`src/sv/stt_pkg.sv`:
```
// ----------------------------------------------------------------------------
// stt_pkg
// shared types and codes for the software timer table
// ----------------------------------------------------------------------------
package stt_pkg;

   localparam logic [2:0] MODE_START_ONESHOT = 3'd0;
   localparam logic [2:0] MODE_START_RELOAD  = 3'd1;
   localparam logic [2:0] MODE_STOP          = 3'd2;
   localparam logic [2:0] MODE_QUERY         = 3'd3;
   localparam logic [2:0] MODE_COUNT         = 3'd4;
   localparam logic [2:0] MODE_TICK          = 3'd5;

   localparam logic [1:0] STATUS_OK       = 2'd0;
   localparam logic [1:0] STATUS_NO_SLOT  = 2'd1;
   localparam logic [1:0] STATUS_NOT_FOUND = 2'd2;

   localparam logic KIND_REPLY = 1'b0;
   localparam logic KIND_EVENT = 1'b1;

   // controller to datapath
   typedef struct packed {
      logic load;     // capture request transaction
      logic scan_rst; // restart read/write pointers
      logic scan_inc; // step read pointer
      logic cmd_step; // evaluate a command slot
      logic tick_step;// evaluate a tick slot
      logic finish;   // apply command result
      logic out_event;// load event into output register
      logic out_reply;// load reply into output register
   } stt_cmd_type;

   // datapath to controller
   typedef struct packed {
      logic [2:0] mode;
      logic       scan_done; // read pointer reached count
      logic       hit;       // matched key seen
      logic       ev_pend;   // tick slot has an event to emit
   } stt_stat_type;

endpackage

```
`src/sv/software_timer_table_top.sv`:
```
// ----------------------------------------------------------------------------
// software_timer_table_top
// software timer table with insertion-ordered slots and tick processing
// ----------------------------------------------------------------------------
// commands compare one slot per cycle until a match or the end of the table
// ticks decrement and compact each slot via TICK then EMIT; events wait out rsp_stall
// one transaction in flight; the next request waits for the reply to be loaded
// synchronous reset empties the table, clears the clock, tick_amount returns to 1
module software_timer_table_top #(
   parameter int TIMER_SLOTS = 16
) (
   input  logic        clock,
   input  logic        reset,
   input  logic        req_valid,
   output logic        req_stall,
   input  logic [2:0]  req_mode,
   input  logic [7:0]  req_task_id,
   input  logic [15:0] req_event_flag,
   input  logic [15:0] req_timeout,
   output logic        rsp_valid,
   input  logic        rsp_stall,
   output logic        rsp_kind,
   output logic [1:0]  rsp_status,
   output logic [15:0] rsp_value,
   output logic [7:0]  rsp_event_task,
   output logic [15:0] rsp_event_bits,
   output logic [31:0] rsp_system_clock,
   output logic        rsp_last,
   input  logic        csr_valid,
   output logic        csr_ready,
   input  logic [7:0]  csr_tick_amount
);
   import stt_pkg::*;

   stt_cmd_type  cmd;
   stt_stat_type stat;
   logic [7:0]   tick_ff;

   assign csr_ready = 1'b1;
   always_ff @(posedge clock) begin
      if (reset) tick_ff <= 8'd1;
      else if (csr_valid) tick_ff <= csr_tick_amount;
   end

   stt_ctrl u_ctrl (
      .clock, .reset, .req_valid, .req_stall, .rsp_valid, .rsp_stall,
      .cmd, .stat
   );

   stt_dp #(.TIMER_SLOTS(TIMER_SLOTS)) u_dp (
      .clock, .reset, .req_mode, .req_task_id, .req_event_flag, .req_timeout,
      .csr_tick_amount(tick_ff), .cmd, .stat,
      .rsp_kind, .rsp_status, .rsp_value, .rsp_event_task, .rsp_event_bits,
      .rsp_system_clock, .rsp_last
   );
endmodule

```
`src/sv/stt_ctrl.sv`:
```
// ----------------------------------------------------------------------------
// stt_ctrl
// sequencer for commands and ticks
// ----------------------------------------------------------------------------
module stt_ctrl (
   input  logic                 clock,
   input  logic                 reset,
   input  logic                 req_valid,
   output logic                 req_stall,
   output logic                 rsp_valid,
   input  logic                 rsp_stall,
   output stt_pkg::stt_cmd_type cmd,
   input  stt_pkg::stt_stat_type stat
);
   import stt_pkg::*;

   localparam logic [2:0] ST_IDLE = 3'd0;
   localparam logic [2:0] ST_SCAN = 3'd1;
   localparam logic [2:0] ST_TICK = 3'd2;
   localparam logic [2:0] ST_EMIT = 3'd3;
   localparam logic [2:0] ST_DONE = 3'd4;
   localparam logic [2:0] ST_OUT  = 3'd5;

   logic [2:0] state_ff, state_in;
   logic       rsp_valid_ff, rsp_valid_in;
   logic       outbusy;

   assign outbusy   = rsp_valid_ff && rsp_stall;
   assign req_stall = (state_ff != ST_IDLE);
   assign rsp_valid = rsp_valid_ff;

   always_comb begin
      state_in     = state_ff;
      cmd          = '0;
      rsp_valid_in = rsp_valid_ff && rsp_stall;
      unique case (state_ff)
         ST_IDLE: begin
            if (req_valid) begin
               cmd.load     = 1'b1;
               cmd.scan_rst = 1'b1;
               state_in     = ST_SCAN;
            end
         end
         ST_SCAN: begin
            // the mode is known here; ticks take their own loop
            if (stat.mode == MODE_TICK) begin
               state_in = ST_TICK;
            end else if (stat.scan_done || stat.hit) begin
               state_in = ST_DONE;
            end else begin
               cmd.cmd_step = 1'b1;
               cmd.scan_inc = 1'b1;
            end
         end
         ST_TICK: begin
            if (stat.scan_done) begin
               state_in = ST_DONE;
            end else begin
               cmd.tick_step = 1'b1;
               state_in      = ST_EMIT;
            end
         end
         ST_EMIT: begin
            if (!stat.ev_pend) begin
               cmd.scan_inc = 1'b1;
               state_in     = ST_TICK;
            end else if (!outbusy) begin
               cmd.out_event = 1'b1;
               rsp_valid_in  = 1'b1;
               cmd.scan_inc  = 1'b1;
               state_in      = ST_TICK;
            end
         end
         ST_DONE: begin
            cmd.finish = 1'b1;
            state_in   = ST_OUT;
         end
         ST_OUT: begin
            if (!outbusy) begin
               cmd.out_reply = 1'b1;
               rsp_valid_in  = 1'b1;
               state_in      = ST_IDLE;
            end
         end
         default: state_in = ST_IDLE;
      endcase
   end

   always_ff @(posedge clock) begin
      if (reset) begin
         state_ff     <= ST_IDLE;
         rsp_valid_ff <= 1'b0;
      end else begin
         state_ff     <= state_in;
         rsp_valid_ff <= rsp_valid_in;
      end
   end

   a_out_one: assert property (@(posedge clock) disable iff (reset)
      cmd.out_event |-> !cmd.out_reply)
      else $error("event and reply loaded together");
   a_stall_busy: assert property (@(posedge clock) disable iff (reset)
      (state_ff == ST_TICK) |-> req_stall)
      else $error("accepting during tick");
   a_hold: assert property (@(posedge clock) disable iff (reset)
      (rsp_valid_ff && rsp_stall) |=> rsp_valid_ff)
      else $error("transaction dropped under stall");
endmodule

```
`src/sv/stt_dp.sv`:
```
// ----------------------------------------------------------------------------
// stt_dp
// timer table storage, scan pointers and output register
// ----------------------------------------------------------------------------
module stt_dp #(
   parameter int TIMER_SLOTS = 16
) (
   input  logic                  clock,
   input  logic                  reset,
   input  logic [2:0]            req_mode,
   input  logic [7:0]            req_task_id,
   input  logic [15:0]           req_event_flag,
   input  logic [15:0]           req_timeout,
   input  logic [7:0]            csr_tick_amount,
   input  stt_pkg::stt_cmd_type  cmd,
   output stt_pkg::stt_stat_type stat,
   output logic                  rsp_kind,
   output logic [1:0]            rsp_status,
   output logic [15:0]           rsp_value,
   output logic [7:0]            rsp_event_task,
   output logic [15:0]           rsp_event_bits,
   output logic [31:0]           rsp_system_clock,
   output logic                  rsp_last
);
   import stt_pkg::*;

   localparam int IW = (TIMER_SLOTS > 1) ? $clog2(TIMER_SLOTS) : 1;
   localparam int CW = $clog2(TIMER_SLOTS + 1);

   logic [7:0]  task_ff   [TIMER_SLOTS];
   logic [15:0] event_ff  [TIMER_SLOTS];
   logic [15:0] remain_ff [TIMER_SLOTS];
   logic [15:0] reload_ff [TIMER_SLOTS];

   logic [CW-1:0] count_ff, rd_ff, wr_ff;
   logic [31:0]   clock_ff;
   logic [2:0]    mode_ff;
   logic [7:0]    task_id_ff;
   logic [15:0]   flag_ff, tmo_ff;
   logic          hit_ff;
   logic [IW-1:0] hit_idx_ff;
   logic          pend_ff;
   logic [7:0]    pend_task_ff;
   logic [15:0]   pend_bits_ff;
   logic [1:0]    rep_status_ff, rep_status_in;
   logic [15:0]   rep_value_ff, rep_value_in;

   logic          ob_kind_ff;
   logic [1:0]    ob_status_ff;
   logic [15:0]   ob_value_ff;
   logic [7:0]    ob_task_ff;
   logic [15:0]   ob_bits_ff;
   logic [31:0]   ob_clock_ff;
   logic          ob_last_ff;

   logic [IW-1:0] ri, wi, ci;
   logic [15:0]   rem, dec;
   logic          refire, keep;

   assign ri   = rd_ff[IW-1:0];
   assign wi   = wr_ff[IW-1:0];
   assign ci   = count_ff[IW-1:0];
   assign dec  = {8'd0, csr_tick_amount};

   always_comb begin
      rem    = (remain_ff[ri] <= dec) ? 16'd0 : remain_ff[ri] - dec;
      refire = (rem == 16'd0) && (reload_ff[ri] != 16'd0) && (event_ff[ri] != 16'd0);
      if (refire) rem = reload_ff[ri];
      keep   = (rem != 16'd0) && (event_ff[ri] != 16'd0);
   end

   // reply fields for the command in hand
   always_comb begin
      rep_status_in = STATUS_OK;
      rep_value_in  = '0;
      unique case (mode_ff)
         MODE_START_ONESHOT, MODE_START_RELOAD: begin
            if (!hit_ff && count_ff >= CW'(TIMER_SLOTS)) rep_status_in = STATUS_NO_SLOT;
         end
         MODE_STOP: begin
            if (!hit_ff) rep_status_in = STATUS_NOT_FOUND;
         end
         MODE_QUERY: begin
            if (hit_ff) rep_value_in = remain_ff[hit_idx_ff];
            else rep_status_in = STATUS_NOT_FOUND;
         end
         MODE_COUNT: rep_value_in = 16'(count_ff);
         default: ;
      endcase
   end

   assign stat.mode      = mode_ff;
   assign stat.scan_done = (rd_ff >= count_ff);
   assign stat.hit       = hit_ff;
   assign stat.ev_pend   = pend_ff;

   always_ff @(posedge clock) begin
      if (reset) begin
         count_ff <= '0;
         clock_ff <= '0;
         pend_ff  <= 1'b0;
         hit_ff   <= 1'b0;
         rd_ff    <= '0;
         wr_ff    <= '0;
      end else begin
         if (cmd.load) begin
            mode_ff    <= req_mode;
            task_id_ff <= req_task_id;
            flag_ff    <= req_event_flag;
            tmo_ff     <= req_timeout;
            if (req_mode == MODE_TICK) clock_ff <= clock_ff + {24'd0, csr_tick_amount};
         end
         if (cmd.scan_rst) begin
            rd_ff  <= '0;
            wr_ff  <= '0;
            hit_ff <= 1'b0;
         end
         if (cmd.scan_inc) rd_ff <= rd_ff + 1'b1;
         if (cmd.cmd_step && task_ff[ri] == task_id_ff && event_ff[ri] == flag_ff) begin
            hit_ff     <= 1'b1;
            hit_idx_ff <= ri;
         end
         if (cmd.tick_step) begin
            pend_task_ff <= task_ff[ri];
            pend_bits_ff <= event_ff[ri];
            pend_ff      <= refire || (rem == 16'd0);
            if (keep) begin
               task_ff[wi]   <= task_ff[ri];
               event_ff[wi]  <= event_ff[ri];
               remain_ff[wi] <= rem;
               reload_ff[wi] <= reload_ff[ri];
               wr_ff         <= wr_ff + 1'b1;
            end
         end
         if (cmd.out_event) pend_ff <= 1'b0;
         if (cmd.finish) begin
            rep_status_ff <= rep_status_in;
            rep_value_ff  <= rep_value_in;
            unique case (mode_ff)
               MODE_START_ONESHOT, MODE_START_RELOAD: begin
                  if (hit_ff) begin
                     remain_ff[hit_idx_ff] <= tmo_ff;
                     if (mode_ff == MODE_START_RELOAD) reload_ff[hit_idx_ff] <= tmo_ff;
                  end else if (count_ff < CW'(TIMER_SLOTS)) begin
                     task_ff[ci]   <= task_id_ff;
                     event_ff[ci]  <= flag_ff;
                     remain_ff[ci] <= tmo_ff;
                     reload_ff[ci] <= (mode_ff == MODE_START_RELOAD) ? tmo_ff : 16'd0;
                     count_ff      <= count_ff + 1'b1;
                  end
               end
               MODE_STOP: begin
                  if (hit_ff) event_ff[hit_idx_ff] <= '0;
               end
               MODE_TICK: count_ff <= wr_ff;
               default: ;
            endcase
         end
      end
   end

   // output register: out_event loads an event, finish stages the reply, out_reply releases it
   always_ff @(posedge clock) begin
      if (cmd.out_event) begin
         ob_kind_ff   <= KIND_EVENT;
         ob_status_ff <= STATUS_OK;
         ob_value_ff  <= '0;
         ob_task_ff   <= pend_task_ff;
         ob_bits_ff   <= pend_bits_ff;
         ob_clock_ff  <= clock_ff;
         ob_last_ff   <= 1'b0;
      end
      if (cmd.out_reply) begin
         ob_kind_ff   <= KIND_REPLY;
         ob_status_ff <= rep_status_ff;
         ob_value_ff  <= rep_value_ff;
         ob_task_ff   <= '0;
         ob_bits_ff   <= '0;
         ob_clock_ff  <= clock_ff;
         ob_last_ff   <= 1'b1;
      end
   end

   assign rsp_kind         = ob_kind_ff;
   assign rsp_status       = ob_status_ff;
   assign rsp_value        = ob_value_ff;
   assign rsp_event_task   = ob_task_ff;
   assign rsp_event_bits   = ob_bits_ff;
   assign rsp_system_clock = ob_clock_ff;
   assign rsp_last         = ob_last_ff;

   a_wr_behind: assert property (@(posedge clock) disable iff (reset)
      {1'b0, wr_ff} <= {1'b0, rd_ff} + 1'b1)
      else $error("compaction overtook scan");
   a_count_max: assert property (@(posedge clock) disable iff (reset)
      count_ff <= CW'(TIMER_SLOTS))
      else $error("count overflow");
   a_evt_pend: assert property (@(posedge clock) disable iff (reset)
      cmd.out_event |-> pend_ff)
      else $error("event without pending slot");
endmodule
```
`config.mk`:
```
export PLATFORM = sky130hd
export DESIGN_NAME = software_timer_table_top
export DESIGN_NICKNAME = d
export VERILOG_FILES = /design/src/sv/stt_pkg.sv /design/src/sv/software_timer_table_top.sv /design/src/sv/stt_ctrl.sv /design/src/sv/stt_dp.sv
export SDC_FILE = /design/constraint.sdc
export NUM_CORES = 1
export LEC_CHECK = 0
export ABC_AREA = 1
export BUFFER_PORTS_ARGS = -buffer_cell sky130_fd_sc_hd__buf_2
export CORE_UTILIZATION = 34
export CTS_BUF_LIST = sky130_fd_sc_hd__clkbuf_8
export CTS_CLUSTER_DIAMETER = 200
export CTS_CLUSTER_SIZE = 16
export DETAILED_ROUTE_END_ITERATION = 10
export PLACE_DENSITY = 0.48
export RECOVER_POWER = 100
export SYNTH_ARGS = -nofsm -noshare
export SYNTH_HDL_FRONTEND = slang
export SYNTH_SLANG_ARGS = --single-unit
```
`constraint.sdc`:
```
create_clock -name clock -period 12.8 [get_ports clock]
set_input_delay 2.56 -clock clock [delete_from_list [all_inputs] [get_ports clock]]
set_output_delay 2.56 -clock clock [all_outputs]
set_load 0.05 [all_outputs]
```
==> impl_metrics.py <==
metrics = {
    "cts": {
        "cts-root-buf": "sky130_fd_sc_hd__clkbuf_8",
        "clk_transition_reported_paths_ns": 0.11,
        "clockBufferDepth": 3,
        "post-cts-setup-buffer-count": 0,
        "post_cts_resize_count": 0,
        "postCtsHoldBufs": 0,
        "cts_buffers": 80,
        "clock_sink_count": 1130,
        "cts_tree": "yes",
        "h-tree-depth": 3,
        "insertion_delay_ns": 0.85,
    },
    "sta": {
        "min_period_ns": 9.999,
        "setup-violations-final": 0,
        "fmax_mhz": 100.0,
        "timing_max_transition_violations_final": 698,
        "finalHoldViolCount": 0,
        "worst_slew_pin_slew_ns": 3.502,
        "final.period_utilization_pct": 78.12,
        "worst_clock_skew_ns": 0.07004,
        "unrepaired_setup_endpoints_after_global_routing": "false",
        "maxSlewHeadroom_pct": -133.5,
        "finalSetupTns_ns": 0,
        "fin_hold_ws_ns": 0.4422,
    },
    "routing": {
        "antenna_left": 0,
        "topRoutingLayerUsed": "met5",
        "wl_per_cell_um": 22.87,
        "routed_via_density": 5.165,
        "route.final.wire_length_mm": 157.2,
        "drtIter0Drc": 3654,
        "drcViolationCount": 0,
        "m1WireLength_mm": 72.36,
        "wl_met2_mm": 71.04,
        "num_vias": 35520,
        "drtPass1Iterations": 6,
        "met3_wirelength_mm": 9.503,
    },
    "outcome": {
        "run_status": "finished, violations left",
        "failing_checks": "max-capacitance violations, max-slew violations",
    },
    "critical_path": {
        "timing.critical_path.fanout_max": 121,
        "timing.critical_path.slowest_stage_cell": "sky130_fd_sc_hd__clkbuf_1",
        "worstSetupStartpointType": "flip-flop",
        "crit_type": "flip-flop to flip-flop",
        "critical_path_arrival_ns": 10.41,
        "crit_path_cell_trace": "inv_8 -> clkbuf_1 -> o211ai_1 -> nand3_1 -> nand3_1 -> nand2_1 -> nor2_1 -> nand2_1 -> nor2_1 -> nand2_4 -> nand2_1 -> inv_1 -> nand3_1 -> nor3_1 -> nand3_1 -> nand2_1 -> nor2_1 -> nand2_1 -> nor2_1 -> nand2_4 -> nand3_4 -> nand2_4 -> nand3_2 -> nor2_2",
        "setup.worst_path.end_class": "flip-flop",
        "timing.critical_path.buf_inv": 3,
        "worstPathRequired_ns": 13.21,
        "critical-path-top-delay-family": "simple AND/OR/NAND/NOR gates",
        "critical_path.most_common_cell": "sky130_fd_sc_hd__nand2_1",
        "critical_path_s_largest_stage_delay_ns": 2.52,
    },
    "floorplanning": {
        "die_w_um": 386.7,
        "core_area_um2": 146300,
        "design.die.area_um2": 149500,
        "rows": 140,
        "die_height_um": 386.7,
        "initial_core_util_pct": 34.40,
        "io-pin-count": 135,
    },
    "pwr": {
        "power.density_cell_area_nw_per_um2": 114.2,
        "leakage_nw": 19.47,
        "power_after_layout_mw": 6.130,
        "ir_drop_mv": 0.08098,
    },
    "placement": {
        "dp_hpwl_mm": 99.80,
        "port-buffer-count": 133,
        "routabilityCongestion": 0.8569,
    },
    "global_route": {
        "gr-total-overflow": 0,
        "grt_first_pass_wirelength_mm": 229.6,
        "grt_pass1_vias": 33420,
        "grt_max_degree": 193,
        "grt_util_all_layers_pct": 20.54,
        "grt_antenna_before_repair": 5,
    },
    "yosys": {
        "synthesis.nets": 5002,
        "syn-cell-area_um2": 50320,
        "synth_seq_area_share_pct": 65.54,
        "syn_area_per_cell_um2": 10.23,
        "postSynthCellCount": 4920,
        "ys_seq_elements": 1130,
        "ys.warnings.count": 0,
        "netlist_cell_types": 49,
    },
    "job": {
        "max-cap-violations": 21,
    },
    "min_path": {
        "hp-class": "flip-flop to flip-flop",
    },
    "final_layout": {
        "layout.cells.most_common": "sky130_fd_sc_hd__nand2_1",
        "fin_nets": 5004,
        "fraction_of_layout_cells_with_a_size_suffix_above_1_pct": 4.602,
        "layout-area-overhead-vs-synth_pct": 6.636,
        "layout.cells.most_common_list": "sky130_fd_sc_hd__nand2_1, sky130_fd_sc_hd__edfxtp_1, sky130_fd_sc_hd__inv_1, sky130_fd_sc_hd__o21ai_0, sky130_fd_sc_hd__nand3_1",
    },
}
-- registers in the layout, indices dropped and copies added (netlist names), 32 cells and up, named ones only --
| signal | count |
|---|---|
| u_dp.task_ff | 128 |
| u_dp.rsp_system_clock | 32 |
| u_dp.clock_ff | 32 |
| u_dp.event_ff | 256 |
| u_dp.remain_ff | 256 |
| u_dp.reload_ff | 256 |
-- layer usage --
metal	global-route usage, %	up-vias
met1	29.59	17410
met3	3.119	184
met4	5.592	4
met2	32.07	1139
li1	-	16780
met5	0	-
-- logic make-up after synthesis --
kind of cell               synth area share (%)
and+or+nand+nor                           17.33
DFF                                       65.54
AOI/OAI and AO/OA                         9.602
buffers and inverters                     6.320
xor gates and xnor gates                 0.5221
adders and majority gates                0.6763
other                                  0.007452
-- path summary, 6_finish.rpt --
kind                               end              start  cells past startpoint  slack (ns)
max              u_dp.remain_ff[10][2]          flip-flop                     24        2.80
min          u_dp.rsp_system_clock[31]  u_dp.clock_ff[31]                      0        0.44
max reg2reg      u_dp.remain_ff[10][2]          flip-flop                     24        2.80
min reg2reg  u_dp.rsp_system_clock[31]  u_dp.clock_ff[31]                      0        0.44
-- cells in the mapped netlist (all sizes together) --
cell / number / area share (%)
fa: 2 / 0.080
nand4: 11 / 0.14
o21a: 5 / 0.075
a21oi: 213 / 2.1
a31o: 1 / 0.017
clkinv: 5 / 0.037
a221oi: 5 / 0.087
dfxtp: 95 / 3.8
clkbuf: 141 / 1.1
a21o: 1 / 0.015
o41ai: 1 / 0.017
o21ai: 505 / 5.0
nor2: 488 / 3.7
edfxtp: 1035 / 62
nand2: 1059 / 8.0
nand3: 481 / 5.0
nor4: 11 / 0.17
a2111oi: 1 / 0.017
buf: 131 / 1.5
nor3: 19 / 0.22
a211oi: 10 / 0.15
o211ai: 72 / 1.1
inv: 496 / 3.7
ha: 24 / 0.60
a31oi: 9 / 0.11
xnor2: 5 / 0.087
o22ai: 15 / 0.19
xor2: 25 / 0.44
a311oi: 1 / 0.017
o221ai: 39 / 0.68
conb: 1 / 0.0075
o21bai: 1 / 0.015
or2: 12 / 0.15
-- layout make-up --
cell class	count	area, µm²
antenna	5	12.51
clock buffer	82	1129
clock inverter	32	155.1
fill	14610	92600
inverter	501	1899
multi-input combinational	3017	14180
sequential	1130	33000
tap	1917	2399
timing repair buffer	192	887.1
-- where the power goes --
part | total [mW] | leakage, nW | internal [mW] | switching (mW)
clock network | 1.81 | 0.748 | 0.595 | 1.22
logic | 0.264 | 8.66 | 0.0506 | 0.213
registers | 4.05 | 10.1 | 4.04 | 0.0131
total | 6.13 | 19.5 | 4.69 | 1.44
-- metrics by stage --
step	setup slack, ns	cells	instance area (µm²)	util (%)
after floorplan	6.612	4920	50320	-
after global placement	5.007	6757	52740	36.06
after detailed placement	4.894	6757	52740	36.06
after CTS	4.788	6871	54030	36.94
after global routing	2.126	6874	53660	36.68
final	2.801	6876	53660	36.69
No activity file was read; power rests on OpenSTA's default activity.
